**src/hdl/bcd_pkg.sv**
```systemverilog
`timescale 1ns / 1ps
// ----------------------------------------------------------------------------
// Bounded circular deque package
// Shared widths, operation codes and memory request type for the deque.
// ----------------------------------------------------------------------------
package bcd_pkg;

    // Ring geometry
    localparam int DEPTH  = 1024;
    localparam int IDX_W  = $clog2(DEPTH);
    localparam int CNT_W  = $clog2(DEPTH + 1);
    localparam int CAP_W  = 11;
    localparam int DATA_W = 32;
    localparam int MODE_W = 3;
    localparam int EFF_W  = (CAP_W > CNT_W) ? CAP_W : CNT_W;

    typedef logic signed [DATA_W-1:0] value_t;

    // Reported for both ends while the deque is empty
    localparam value_t EMPTY_VALUE = -32'sd1;

    // Operation codes carried in the mode field
    typedef enum logic [MODE_W-1:0] {
        MODE_PUSH_FRONT,
        MODE_PUSH_BACK,
        MODE_POP_FRONT,
        MODE_POP_BACK,
        MODE_QUERY
    } mode_t;

    // One write and one read of the ring per cycle
    typedef struct packed {
        logic             we;
        logic [IDX_W-1:0] waddr;
        value_t           wdata;
        logic             re;
        logic [IDX_W-1:0] raddr;
    } ram_req_t;

endpackage

```
**src/hdl/bcd_intf.sv**
```systemverilog
`timescale 1ns / 1ps
// ----------------------------------------------------------------------------
// Bounded circular deque channels
// Valid/ready channels for operation requests, results and capacity writes.
// ----------------------------------------------------------------------------
interface bcd_req_if;
    import bcd_pkg::*;

    logic                valid;
    logic                ready;
    logic [MODE_W-1:0]   mode;
    value_t              push_value;

    modport source (output valid, output mode, output push_value, input ready);
    modport sink   (input valid, input mode, input push_value, output ready);
endinterface

interface bcd_rsp_if;
    import bcd_pkg::*;

    logic   valid;
    logic   ready;
    logic   accepted;
    value_t front_value;
    value_t rear_value;
    logic   is_empty;
    logic   is_full;

    modport source (output valid, output accepted, output front_value,
                    output rear_value, output is_empty, output is_full,
                    input ready);
    modport sink   (input valid, input accepted, input front_value,
                    input rear_value, input is_empty, input is_full,
                    output ready);
endinterface


```
**src/hdl/bcd_ctrl.sv**
```systemverilog
`timescale 1ns / 1ps
// ----------------------------------------------------------------------------
// Deque controller
// Index and count update, ring access issue, end value cache and result
// register.
// ----------------------------------------------------------------------------
module bcd_ctrl (
    input  logic                      clk,
    input  logic                      rst_n,
    input  logic [bcd_pkg::CAP_W-1:0] capacity,
    bcd_req_if.sink                   req,
    bcd_rsp_if.source                 rsp,
    output bcd_pkg::ram_req_t         mem_req,
    input  bcd_pkg::value_t           rd_data
);
    import bcd_pkg::*;

    typedef enum logic {
        ST_IDLE,
        ST_RESP
    } state_t;

    state_t           state_reg,     state_next;
    logic [IDX_W-1:0] front_idx_reg, front_idx_next;
    logic [IDX_W-1:0] rear_idx_reg,  rear_idx_next;
    logic [CNT_W-1:0] count_reg,     count_next;
    value_t           front_val_reg, front_val_next;
    value_t           rear_val_reg,  rear_val_next;
    logic             acc_reg,       acc_next;
    logic             ref_front_reg, ref_front_next;
    logic             ref_rear_reg,  ref_rear_next;
    logic             out_valid_reg, out_valid_next;
    logic             out_acc_reg,   out_acc_next;
    value_t           out_front_reg, out_front_next;
    value_t           out_rear_reg,  out_rear_next;
    logic             out_empty_reg, out_empty_next;
    logic             out_full_reg,  out_full_next;

    logic [EFF_W-1:0] cap_ext;
    logic [EFF_W-1:0] eff_cap;
    logic             full_now;
    logic             empty_now;
    logic             accept;
    logic             slot_free;
    logic [IDX_W-1:0] front_prev;
    logic [IDX_W-1:0] front_succ;
    logic [IDX_W-1:0] rear_prev;
    logic [IDX_W-1:0] rear_succ;

    // Saturate capacity to the ring depth
    assign cap_ext   = EFF_W'(capacity);
    assign eff_cap   = (cap_ext > EFF_W'(DEPTH)) ? EFF_W'(DEPTH) : cap_ext;
    assign full_now  = EFF_W'(count_reg) >= eff_cap;
    assign empty_now = (count_reg == '0);

    // Ring neighbours of both ends
    assign front_prev = (front_idx_reg == '0) ? IDX_W'(DEPTH - 1) : front_idx_reg - 1'b1;
    assign front_succ = (front_idx_reg == IDX_W'(DEPTH - 1)) ? '0 : front_idx_reg + 1'b1;
    assign rear_prev  = (rear_idx_reg == '0) ? IDX_W'(DEPTH - 1) : rear_idx_reg - 1'b1;
    assign rear_succ  = (rear_idx_reg == IDX_W'(DEPTH - 1)) ? '0 : rear_idx_reg + 1'b1;

    // Handshakes
    assign req.ready = (state_reg == ST_IDLE);
    assign accept    = req.valid && req.ready;
    assign slot_free = !out_valid_reg || rsp.ready;

    assign rsp.valid       = out_valid_reg;
    assign rsp.accepted    = out_acc_reg;
    assign rsp.front_value = out_front_reg;
    assign rsp.rear_value  = out_rear_reg;
    assign rsp.is_empty    = out_empty_reg;
    assign rsp.is_full     = out_full_reg;

    // Next state: execute the request on accept, publish the result after
    // the ring read returns
    always_comb
    begin
        state_next     = state_reg;
        front_idx_next = front_idx_reg;
        rear_idx_next  = rear_idx_reg;
        count_next     = count_reg;
        front_val_next = front_val_reg;
        rear_val_next  = rear_val_reg;
        acc_next       = acc_reg;
        ref_front_next = ref_front_reg;
        ref_rear_next  = ref_rear_reg;
        out_valid_next = out_valid_reg && !rsp.ready;
        out_acc_next   = out_acc_reg;
        out_front_next = out_front_reg;
        out_rear_next  = out_rear_reg;
        out_empty_next = out_empty_reg;
        out_full_next  = out_full_reg;

        mem_req.we    = 1'b0;
        mem_req.waddr = front_idx_reg;
        mem_req.wdata = req.push_value;
        mem_req.re    = 1'b0;
        mem_req.raddr = front_succ;

        unique case (state_reg)
            ST_IDLE:
            begin
                if (accept)
                begin
                    state_next     = ST_RESP;
                    acc_next       = 1'b0;
                    ref_front_next = 1'b0;
                    ref_rear_next  = 1'b0;
                    unique case (req.mode)
                        MODE_PUSH_FRONT, MODE_PUSH_BACK:
                        begin
                            if (!full_now)
                            begin
                                acc_next   = 1'b1;
                                count_next = count_reg + 1'b1;
                                mem_req.we = 1'b1;
                                if (empty_now)
                                begin
                                    rear_idx_next  = front_idx_reg;
                                    mem_req.waddr  = front_idx_reg;
                                    front_val_next = req.push_value;
                                    rear_val_next  = req.push_value;
                                end
                                else if (req.mode == MODE_PUSH_FRONT)
                                begin
                                    front_idx_next = front_prev;
                                    mem_req.waddr  = front_prev;
                                    front_val_next = req.push_value;
                                end
                                else
                                begin
                                    rear_idx_next = rear_succ;
                                    mem_req.waddr = rear_succ;
                                    rear_val_next = req.push_value;
                                end
                            end
                        end
                        MODE_POP_FRONT, MODE_POP_BACK:
                        begin
                            if (!empty_now)
                            begin
                                acc_next   = 1'b1;
                                count_next = count_reg - 1'b1;
                                if (count_reg != CNT_W'(1))
                                begin
                                    mem_req.re = 1'b1;
                                    if (req.mode == MODE_POP_FRONT)
                                    begin
                                        front_idx_next = front_succ;
                                        mem_req.raddr  = front_succ;
                                        ref_front_next = 1'b1;
                                    end
                                    else
                                    begin
                                        rear_idx_next = rear_prev;
                                        mem_req.raddr = rear_prev;
                                        ref_rear_next = 1'b1;
                                    end
                                end
                            end
                        end
                        MODE_QUERY:
                        begin
                            acc_next = 1'b1;
                        end
                        default:
                        begin
                            acc_next = 1'b0;
                        end
                    endcase
                end
            end
            ST_RESP:
            begin
                if (slot_free)
                begin
                    state_next     = ST_IDLE;
                    out_valid_next = 1'b1;
                    out_acc_next   = acc_reg;
                    out_empty_next = empty_now;
                    out_full_next  = full_now;
                    if (ref_front_reg)
                    begin
                        front_val_next = rd_data;
                    end
                    if (ref_rear_reg)
                    begin
                        rear_val_next = rd_data;
                    end
                    out_front_next = empty_now ? EMPTY_VALUE
                                   : (ref_front_reg ? rd_data : front_val_reg);
                    out_rear_next  = empty_now ? EMPTY_VALUE
                                   : (ref_rear_reg ? rd_data : rear_val_reg);
                end
            end
            default:
            begin
                state_next = ST_IDLE;
            end
        endcase
    end

    // Hold state, indices, cached ends and the result register
    always_ff @(posedge clk or negedge rst_n)
    begin
        if (!rst_n)
        begin
            state_reg     <= ST_IDLE;
            front_idx_reg <= '0;
            rear_idx_reg  <= '0;
            count_reg     <= '0;
            front_val_reg <= EMPTY_VALUE;
            rear_val_reg  <= EMPTY_VALUE;
            acc_reg       <= 1'b0;
            ref_front_reg <= 1'b0;
            ref_rear_reg  <= 1'b0;
            out_valid_reg <= 1'b0;
            out_acc_reg   <= 1'b0;
            out_front_reg <= EMPTY_VALUE;
            out_rear_reg  <= EMPTY_VALUE;
            out_empty_reg <= 1'b1;
            out_full_reg  <= 1'b0;
        end
        else
        begin
            state_reg     <= state_next;
            front_idx_reg <= front_idx_next;
            rear_idx_reg  <= rear_idx_next;
            count_reg     <= count_next;
            front_val_reg <= front_val_next;
            rear_val_reg  <= rear_val_next;
            acc_reg       <= acc_next;
            ref_front_reg <= ref_front_next;
            ref_rear_reg  <= ref_rear_next;
            out_valid_reg <= out_valid_next;
            out_acc_reg   <= out_acc_next;
            out_front_reg <= out_front_next;
            out_rear_reg  <= out_rear_next;
            out_empty_reg <= out_empty_next;
            out_full_reg  <= out_full_next;
        end
    end

`ifndef SYNTHESIS
    // Count never exceeds the ring
    a_count_bound: assert property (@(posedge clk) disable iff (!rst_n)
        count_reg <= CNT_W'(DEPTH))
        else $error("entry count beyond ring depth");

    // A single entry sits at both ends
    a_single_entry: assert property (@(posedge clk) disable iff (!rst_n)
        (count_reg == CNT_W'(1)) |-> (front_idx_reg == rear_idx_reg))
        else $error("front and rear differ with one entry");

    // No ring access while a result is pending
    a_no_access_resp: assert property (@(posedge clk) disable iff (!rst_n)
        (state_reg == ST_RESP) |-> !(mem_req.we || mem_req.re))
        else $error("ring access outside request cycle");

    // An accepted push grows the count by one
    a_push_count: assert property (@(posedge clk) disable iff (!rst_n)
        (accept && !full_now
         && (req.mode == MODE_PUSH_FRONT || req.mode == MODE_PUSH_BACK))
        |=> (count_reg == $past(count_reg) + 1'b1))
        else $error("push did not advance count");

    // A fresh result only follows the response state
    a_result_origin: assert property (@(posedge clk) disable iff (!rst_n)
        (out_valid_reg && !$past(out_valid_reg && !rsp.ready))
        |-> $past(state_reg == ST_RESP))
        else $error("result without request");
`endif

endmodule
```
**src/flat_wrapper.sv**
```systemverilog
// flat-port wrapper written by rule: the top's interface ports become plain ports
module bcd_ctrl_flat import bcd_pkg::*;
  (clk, rst_n, capacity, mem_req, rd_data, req_valid, req_mode, req_push_value, req_ready, rsp_valid, rsp_accepted, rsp_front_value, rsp_rear_value, rsp_is_empty, rsp_is_full, rsp_ready);
  bcd_req_if req_i ();
  bcd_rsp_if rsp_i ();
  input  logic clk;
  input  logic rst_n;
  input  logic [bcd_pkg::CAP_W-1:0] capacity;
  output bcd_pkg::ram_req_t mem_req;
  input  bcd_pkg::value_t rd_data;
  input wire logic [$bits(req_i.valid)-1:0] req_valid;
  input wire logic [$bits(req_i.mode)-1:0] req_mode;
  input wire logic [$bits(req_i.push_value)-1:0] req_push_value;
  output wire logic [$bits(req_i.ready)-1:0] req_ready;
  output wire logic [$bits(rsp_i.valid)-1:0] rsp_valid;
  output wire logic [$bits(rsp_i.accepted)-1:0] rsp_accepted;
  output wire logic [$bits(rsp_i.front_value)-1:0] rsp_front_value;
  output wire logic [$bits(rsp_i.rear_value)-1:0] rsp_rear_value;
  output wire logic [$bits(rsp_i.is_empty)-1:0] rsp_is_empty;
  output wire logic [$bits(rsp_i.is_full)-1:0] rsp_is_full;
  input wire logic [$bits(rsp_i.ready)-1:0] rsp_ready;
  assign req_i.valid = req_valid;
  assign req_i.mode = req_mode;
  assign req_i.push_value = req_push_value;
  assign req_ready = req_i.ready;
  assign rsp_valid = rsp_i.valid;
  assign rsp_accepted = rsp_i.accepted;
  assign rsp_front_value = rsp_i.front_value;
  assign rsp_rear_value = rsp_i.rear_value;
  assign rsp_is_empty = rsp_i.is_empty;
  assign rsp_is_full = rsp_i.is_full;
  assign rsp_i.ready = rsp_ready;
  bcd_ctrl u_core (.clk(clk), .rst_n(rst_n), .capacity(capacity), .req(req_i), .rsp(rsp_i), .mem_req(mem_req), .rd_data(rd_data));
endmodule
```
**config.mk**
```make
export PLATFORM = sky130hd
export DESIGN_NAME = bcd_ctrl_flat
export DESIGN_NICKNAME = d
export VERILOG_FILES = /design/src/hdl/bcd_pkg.sv /design/src/hdl/bcd_intf.sv /design/src/hdl/bcd_ctrl.sv /design/src/flat_wrapper.sv
export SDC_FILE = /design/constraint.sdc
export NUM_CORES = 1
export LEC_CHECK = 0
export BUFFER_PORTS_ARGS = -buffer_cell sky130_fd_sc_hd__buf_2
export CORE_ASPECT_RATIO = 1.1
export CORE_MARGIN = 5
export CORE_UTILIZATION = 51
export CTS_CLUSTER_SIZE = 25
export DETAILED_ROUTE_END_ITERATION = 8
export GPL_ROUTABILITY_DRIVEN = 0
export MAX_ROUTING_LAYER = met4
export PLACE_DENSITY_LB_ADDON = 0.25
export SETUP_SLACK_MARGIN = 0.3
export SLEW_MARGIN = 20
export SYNTH_ARGS = -nofsm -noshare
export SYNTH_HDL_FRONTEND = slang
export SYNTH_SLANG_ARGS = --single-unit
```
**constraint.sdc**
```tcl
create_clock -name clk -period 2.13 [get_ports clk]
set_input_delay 0.213 -clock clk [delete_from_list [all_inputs] [get_ports clk]]
set_output_delay 0.213 -clock clk [all_outputs]
set_load 0.03 [all_outputs]
```
**After elaboration in Yosys (flattened, before gate mapping)**

Index checks and enable logic that the tools add are counted.
Widths: inputs -> output; s select.

- Register bits: 167
- Bits of input ports: 82
- Output and inout bits: 123
- Word-level logic and storage cells: 132

- Add/sub/neg operators: 6
- Magnitude comparators: 2
- Eq/ne operators: 21
- Multiplexer cells: 68
- Bitwise operators: 1
- Reductions and logical operators: 19

Operators with widths:

| kind | number |
|---|---|
| $mux 32 | 16 |
| $mux 10 | 19 |
| $mux 11 | 12 |
| $pmux 32 s2 | 2 |
| $pmux 10 s2 | 2 |
| $pmux 11 s2 | 1 |
| $add 10x1->10 const B | 2 |
| $eq 10x10->1 const B | 2 |
| $logic_not 10->1 | 2 |
| $sub 10x1->10 const B | 2 |
| $ne 2x2->1 const B | 8 |
| $reduce_and 5->1 | 3 |
| $mux 1 | 14 |
| $add 11x1->11 const B | 1 |
| $ge 11x11->1 | 1 |
| $gt 11x11->1 const B | 1 |
| $logic_not 11->1 | 1 |
| $ne 11x1->1 const B | 1 |
| $sub 11x1->11 const B | 1 |
| $reduce_and 9->1 | 1 |
| $reduce_and 8->1 | 1 |
| $eq 3x2->1 const B | 2 |
| $ne 2x1->1 const B | 3 |
| $ne 3x3->1 const B | 2 |
| 13 further kinds | 17 |

**Logic depth before layout (Yosys ltp)**

Gate-level depths: netlist of the first run.

- Word-level depth: 8
- Gate-level depth with buffers: 11
- Depth with buffers taken out: 10

**Worst setup path before layout of the first run**

OpenSTA, ideal clock, no wires.

- Path kind: register to output
- Start: reg u_core.state_reg
- End: out mem_req[2] in the netlist's numbering
- Arrival: 3.221 ns
- Required time: 1.917 ns
- Setup slack: -1.304 ns
- Stages on the path, launching flop included: 8
- Buffers on the path: 2
- Path through: dfrtp_1 -> clkbuf_1 -> inv_1 -> nand2_1 -> nor3_1 -> nand2_1 -> clkbuf_1 -> o21ai_0

RTL lines:

| what | line | text |
|---|---|---|
| start: declaration | bcd_ctrl.sv:23 | `state_t state_reg, state_next;` |
| start signal: assignment | bcd_ctrl.sv:226 | `state_reg <= state_next;` |
| end: declaration | flat_wrapper.sv:9 | `output bcd_pkg::ram_req_t mem_req;` |

==> summary.txt, run 1 <==
Floorplan
  – IO Pins: 205
  – Die Wd: between 100 and 150 um
  – Initial Util: 51.4%
  – Die ar.: roughly 0.023 mm2
  – Row count: 54
  – Core area: ~0.02 mm2
  – Die height: 158 um

Timing
  – RSZ-0062 raised after global routing: true
  – Max-slew headroom: a little over half
  – Setup TNS: -64.47 ns
  – Setup Viol. Count Final: between 100 and 150
  – Final worst setup slack: -0.735 ns
  – Hold Vio Cnt, Final: 0
  – Minimum clock period: roughly 2.9 ns
  – Max Clock Skew: between 0.01 and 0.015 ns
  – Slew @ Worst Pin: between 0.6 and 0.7 ns
  – Period utilization: 135%
  – F_max: between 0.3 and 0.4 GHz
  – Max-slew violations: 0

Place
  – DP HPWL: 20800 um
  – Port Buffer Count: 204
  – Worst slack, placed: -0.471 ns

Critical path
  – CP max stage delay: about 0.42 ns
  – Reg2reg end: u_core.front_val_reg[30]$_DFFE_PN1P_
  – RR Startpoint: u_core.count_reg[6]$_DFFE_PN0P_
  – CP max FO: 5
  – CP bufs+invs: 1
  – Crit-path most repeated cell: o211ai_1
  – Crit-path cells: ha_4 > a211o_1 > o211ai_1 > o211ai_1 > a21oi_4 > nand2_4 > a21oi_2 > a2bb2oi_2 > buf_6
  – Critical path class: reg2out
  – CP startpoint kind: flop
  – Critical Path AT: 2.65 ns
  – Kind of end point of the critical path: output pin
  – Crit path max-delay family: compound AO/OA/AOI/OAI gates
  – Reg2reg setup slack: -0.63 ns
  – Required time of the critical path: ~1.9 ns
  – Crit path max-delay cell type: dfrtp_1
  – Path depth of the worst reg2reg path: 13

Yosys
  – Mapped Area: roughly 0.010 mm2
  – Synth warn: 0
  – Post-synthesis async set-or-reset flop share: 100%
  – Synth Instances: roughly 1100
  – Flops & latches, synth: 167
  – Dominant synthesized flop cell: dfstp_2
  – EDFF count, synth: 0
  – Syn Area/Cell: around 9.2 um2
  – Sequential fraction of the synthesis area: approximately 43%
  – Post-synthesis cell type count: 64
  – Net Count, Synth: between 1000 and 1500

Run
  – Max-cap violations: 0

Global route
  – Total overflow reported by the global router: 0
  – Initial antenna violation count: 2
  – Largest net degree at the start of global routing: 94
  – First-pass GRT wire length: around 52000 um
  – Number of global-route vias before repair: 9757
  – GRT Total Usage: between 20 and 30%

Power
  – Peak supply drop: around 0.97 mV
  – Gate power share: 60.4%
  – Seq pwr share: approximately 27%
  – Clock network fraction of total power: about 13%
  – Static Leak: just over 6 nW
  – Internal power: roughly 13 mW
  – Sw frac: around 45%
  – Power Dens Cells: 1650 mW/mm2
  – Total power: roughly 24 mW
  – Sw Pwr: around 11 mW

Routing
  – Post-DR wirelength/cell: between 20 and 25 um
  – Post-Route WL: about 37000 um
  – Vias/cell: ~6.3
  – Routed Antenna Nets: 0
  – Initial DRC Count: 1002
  – Residual DRC: 0
  – Drt first pass iters: 6
  – Routed vias: between 10000 and 15000

Layout
  – Fraction of layout instances using a drive strength above 1: slightly above 50%
  – # nets final: between 1000 and 1500
  – Commonest non-fill, non-tap cell in the layout: buf_2
  – Layout fillers: 1316
  – Area Overhead vs Synth: 45.5%
  – Most frequent cells in the layout: buf_2, dfstp_2, buf_4, nor2_1, a31oi_1

Min path
  – Hold_sp: req_valid
  – Hold WC Path Type: in2reg
  – Hold path depth: 3
  – Hold EP: u_core.state_reg$_DFF_PN0_

Clock network
  – Clock-pin slew on the worst setup and hold paths: approximately 0.070 ns
  – CTS tree: done
  – Clock root cell: clkbuf_16
  – Num CTS Buffers: 17
  – Max clock buf depth: 2
  – Clk_lat worst skew: ~0.43 ns
  – CTS Sinks: around 170
  – CTS H-tree depth: 4

Run status
  – Failing checks: negative setup slack
  – Outcome: finished, violations left
## per-stage QoR
step	utilization [%]	std cells	instance area [um2]	hold slack, ns
3_3_place_gp	62.3	1559	12300	0.346
5_1_grt	74.8	1645	14800	0.0620
4_1_cts	69.9	1623	13800	0.0364
6_report	74.8	1645	14800	0.0440
2_1_floorplan	-	1106	10500	-0.0826
3_5_place_dp	62.3	1559	12300	0.340
## cell type report
class                           instances  area, um2  share of cell area, %
Tap cell                              252        315                   2.14
Antenna cell                            2       5.00                 0.0339
Clock buffer                           17        425                   2.88
Inverter                               43        163                   1.10
Sequential cell                       167       4350                   29.4
Clock inverter                         15        160                   1.08
Multi-Input combinational cell        761       6220                   42.2
Timing Repair Buffer                  388       3120                   21.2
## worst max path at each step
stage                                    start                                  end  cells past startpoint
4_1_cts        u_core.count_reg[4]$_DFFE_PN0P_                          mem_req[47]                      9
3_5_place_dp                      capacity[10]  u_core.front_idx_reg[1]$_DFFE_PN0P_                     13
5_1_grt        u_core.count_reg[0]$_DFFE_PN0P_                          mem_req[46]                     10
6_report       u_core.count_reg[4]$_DFFE_PN0P_                          mem_req[46]                      9
2_1_floorplan  u_core.count_reg[0]$_DFFE_PN0P_                          mem_req[48]                     10
3_3_place_gp                      capacity[10]                          mem_req[47]                     12
## kinds of logic after synthesis
kind of cell,after synthesis,share of synthesized area [%]
DFF,167,42.8
buffers and inverters,180,8.11
muxes,73,7.26
adders and majority gates,18,2.22
xor gates and xnor gates,35,3.02
AOI/OAI and AO/OA,328,22.9
and+or+nand+nor,305,13.7
## power groups by stage
stage | Sequential, mW | Clock (mW) | Combinational [mW]
floorplan | 7.58 | 0 | 6.53
global placement | 6.39 | 0 | 11.2
detailed placement | 6.45 | 0 | 11.4
CTS | 6.46 | 3.14 | 12.8
global route | 6.70 | 3.30 | 15.5
finish | 6.54 | 3.11 | 14.7
## synthesized netlist by cell type (32+ instances only)
master	number	share of area [%]
a31oi_1	106	6.5
a2bb2oi_1	34	2.9
buf_4	32	2.4
mux2i_1	68	6.7
nand2_1	70	2.6
dfrtp_1	38	9.4
o21ai_0	34	1.7
o22a_1	34	2.9
nor2_1	117	4.3
nor3_1	48	2.4
inv_1	42	1.6
clkbuf_1	86	3.2
o32ai_1	32	2.8
dfstp_2	129	33
a21oi_1	35	1.7
## worst reg2reg max path, cell delays in order (launching register included)
cell      delay [ns]
dfrtp_1         0.44
ha_4            0.29
and4_1          0.18
o21ai_1         0.06
o211ai_1        0.37
a21oi_4         0.18
buf_4           0.18
buf_6           0.10
buf_4           0.14
nor2_4          0.20
nor2_4          0.06
buf_4           0.15
buf_16          0.16
o22a_1          0.18
## metal layers
| metal | wire length [um] | vias to the layer above | part of all wire (%) | GRT usage [%] |
|---|---|---|---|---|
| met2 | 18300 | 587 | 50 | 48.2 |
| met3 | 2990 | 139 | 8.2 | 4.80 |
| li1 | - | 4586 | - | - |
| met4 | 1390 | 0 | 3.8 | 11.0 |
| met5 | 0 | - | 0 | - |
| met1 | 13900 | 5104 | 38 | 37.5 |
## what timing repair did
action,in CTS,in global routing
setup buffers,23,13
gates resized for setup,131,95
gates cloned,8,7
endpoints found under the setup margin,173,186
hold buffers,1,0
pin swaps,22,27
hold endpoints to repair,60,0
(Power assumes the default switching activity.)
==> run 2: changes to the inputs <==
--- a/config.mk
+++ b/config.mk
@@ -6,9 +6,11 @@
 export NUM_CORES = 1
 export LEC_CHECK = 0
 export BUFFER_PORTS_ARGS = -buffer_cell sky130_fd_sc_hd__buf_2
+export CELL_PAD_IN_SITES_DETAIL_PLACEMENT = 1
+export CELL_PAD_IN_SITES_GLOBAL_PLACEMENT = 1
 export CORE_ASPECT_RATIO = 1.1
 export CORE_MARGIN = 5
-export CORE_UTILIZATION = 51
+export CORE_UTILIZATION = 38
 export CTS_CLUSTER_SIZE = 25
 export DETAILED_ROUTE_END_ITERATION = 8
 export GPL_ROUTABILITY_DRIVEN = 0
==> run 2 against run 1 <==
The flow still finishes with violations (negative setup slack). Critical path depth increased by 1. Count of clock-buffer cells in the layout rose by 1. Non-clock buffer count rose by 25. Worst hold slack improved by 0.031 ns. Total power is 1.1% lower. Worst setup slack worse by 0.11 ns. Via count about the same. Register-to-register slack better by 0.02 ns. Sequential power up 0.6%. Die area is 32% higher. Combinational power about the same. Fmax shrank 3.7%. Largest cell class unchanged.
==> summary.txt, run 2 (same netlist as run 1, synthesis figures left out) <==
Timing
  – Setup Viol. Count Final: 119 (unchanged)
  – Final worst setup slack: -0.845 ns (-0.110 ns)
  – Period utilization: 140% (+5.2 points)
  – F_max: 0.336 GHz (-3.7%)
  – Minimum clock period: 2.98 ns (+0.110 ns)
  – Max-slew headroom: 55.0% (+1.5 points)
  – Hold Vio Cnt, Final: 0 (unchanged)
  – RSZ-0062 raised after global routing: true
  – Slew @ Worst Pin: 0.674 ns (-0.0219 ns)
  – Max Clock Skew: 0.0273 ns (+0.0151 ns)
  – Max-slew violations: 0 (unchanged)

Critical path
  – CP Launch Point: u_core.count_reg[8]$_DFFE_PN0P_
  – Kind of end point of the critical path: output pin
  – Reg2reg end: u_core.front_val_reg[15]$_DFFE_PN1P_
  – RR Startpoint: u_core.count_reg[8]$_DFFE_PN0P_
  – Setup crit end: mem_req[48]
  – Critical Path AT: 2.76 ns (+0.11 ns)
  – Reg2reg setup slack: -0.61 ns (+0.02 ns)
  – CP max FO: 4 (-1)
  – Critical path class: reg2out
  – Required time of the critical path: 1.92 ns (about the same)
  – Path depth of the worst reg2reg path: 13 (unchanged)
  – CP startpoint kind: flop

Global route
  – Largest net degree at the start of global routing: 75 (-20%)
  – Total overflow reported by the global router: 0 (unchanged)
  – GRT Total Usage: 25.9% (-3.7 points)
  – First-pass GRT wire length: 61700 um (+18%)
  – Number of global-route vias before repair: 10800 (+10%)
  – Initial antenna violation count: 0 (-2)

Routing
  – Residual DRC: 0 (unchanged)
  – Routed Antenna Nets: 0 (unchanged)
  – Post-DR wirelength/cell: 23.9 um (+7.4%)
  – Initial DRC Count: 658 (-34%)
  – Drt first pass iters: 5 (-1)
  – Routed vias: 10400 (-0.067%)
  – Vias/cell: 5.89 (-7.0%)
  – Post-Route WL: 42200 um (+15%)

Layout
  – FF/Latch Area: 0.00435 mm2 (about the same)
  – Finished Core Util: 56.8% (-18 points)
  – Area of the multi-input gates: 0.00608 mm2 (-2.3%)
  – Final std cells w/o fill: 1767 (+7.4%)
  – Area Overhead vs Synth: 46.9%
  – Commonest non-fill, non-tap cell in the layout: buf_2
  – # nets final: 1501 (+1.6%)
  – Most frequent cells in the layout: buf_2, buf_4, dfstp_2, nor2_1, a31oi_1
  – Layout fillers: 2875 (+120%)
  – Fraction of layout instances using a drive strength above 1: 52.3% (+1.1 points)

Floorplan
  – Row count: 62 (+15%)
  – IO Pins: 205 (unchanged)
  – Core area: 0.0262 mm2 (+33%)
  – Die height: 181 um (+15%)
  – Die ar.: 0.0301 mm2 (+32%)
  – Initial Util: 38.7% (-13 points)
  – Die Wd: 166 um (+15%)

Power
  – Peak supply drop: 0.946 mV (-2.8%)
  – Power Dens Cells: 1620 mW/mm2 (-2.1%)
  – Static Leak: 6.10 nW (+0.95%)

Place
  – Placed cells: 1679 (+7.7%)
  – DP HPWL: 25700 um (+23%)
  – Port Buffer Count: 204 (unchanged)

Run status
  – Outcome: finished, violations left
  – Failing checks: negative setup slack

Clock network
  – Max clock buf depth: 2 (unchanged)
  – Clock-pin slew on the worst setup and hold paths: 0.09 ns (+0.02 ns)
  – Clk_lat worst skew: 0.44 ns (about the same)
  – CTS H-tree depth: 4 (unchanged)
  – Clock root cell: clkbuf_16
  – CTS tree: done
  – CTS Sinks: 167 (unchanged)
  – Num CTS Buffers: 17 (unchanged)

Run
  – Max-cap violations: 0 (unchanged)

Min path
  – Hold WC Path Type: in2reg
[run 2: cell types whose count changed in the layout (fill, tap and decap cells not counted), sizes merged]
| cell | change |
|---|---|
| buf | +28 |
| clkinv | +4 |
| inv | -3 |
| bufbuf | -2 |
| and2 | -1 |
| bufinv | -1 |
| clkinvlp | -1 |
| diode | -1 |
| nand2 | -1 |
[run 2: worst min path at each step]
stage,depth (start not counted),endpoint,slack [ns],from
3_3_place_gp,1,u_core.rsp.valid$_DFF_PN0_,0.27,rst_n
3_5_place_dp,1,u_core.rsp.valid$_DFF_PN0_,0.27,rst_n
2_1_floorplan,0,u_core.acc_reg$_DFFE_PN0P_,-0.08,rst_n
5_1_grt,3,u_core.front_val_reg[2]$_DFFE_PN1P_,0.08,rd_data[2]
4_1_cts,3,u_core.rsp.valid$_DFF_PN0_,0.06,rsp_ready
6_report,3,u_core.rsp.valid$_DFF_PN0_,0.08,rsp_ready
[run 2: critical path, cell delays in order (launching register included)]
cell and delay (ns):
dfrtp_1 0.41, ha_1 0.32, a211oi_2 0.31, o211ai_1 0.15
buf_4 0.17, a21oi_4 0.27, buf_4 0.18, and2_4 0.17
buf_4 0.13, a21oi_4 0.04, buf_4 0.17
[run 2: layout make-up]
class | instances | area share (%)
antenna | 1 | 0.0168
timing repair buffer | 413 | 22.0
clock inverter | 14 | 1.07
clock buffer | 18 | 2.88
inverter | 43 | 1.09
multi-input combinational | 759 | 40.8
sequential | 167 | 29.2
tap | 352 | 2.95
[run 2: timing repair]
action,4_1_cts,5_1_grt
hold endpoints to repair,32,0
gates resized for setup,171,78
cloned,6,2
setup endpoints to repair,184,184
hold buffers,1,0
pin swaps,37,32
buffers inserted,31,15
[run 2: power breakdown]
part / total, mW / leakage [nW] / switching (mW) / internal (mW)
Clock: 3.13 / 0.286 / 1.56 / 1.58
Sequential: 6.58 / 1.83 / 1.03 / 5.54
Combinational: 14.4 / 3.98 / 8.37 / 6.03
Total: 24.1 / 6.10 / 11.0 / 13.2
[run 2: metal layers]
layer | share of wire (%) | wire length [um] | global-route usage [%] | vias to the layer above
met5 | 0 | 0 | - | -
met4 | 3.1 | 1320 | 7.33 | 0
met3 | 5.1 | 2150 | 3.65 | 90
met2 | 51 | 21700 | 44.5 | 381
met1 | 40 | 17000 | 32.2 | 5314
li1 | - | - | - | 4624
[run 2: per-stage QoR]
stage | power (mW) | setup TNS [ns] | cell area [um2] | hold slack [ns] | setup WS, ns
2_1_floorplan | 14.1 | -16.58 | 10500 | -0.0826 | -0.268
3_3_place_gp | 18.0 | -32.37 | 12600 | 0.271 | -0.416
3_5_place_dp | 18.3 | -42.95 | 12600 | 0.271 | -0.515
4_1_cts | 23.0 | -39.95 | 14300 | 0.0601 | -0.771
5_1_grt | 25.3 | -69.95 | 14900 | 0.0769 | -0.904
6_report | 24.1 | -64.73 | 14900 | 0.0751 | -0.845
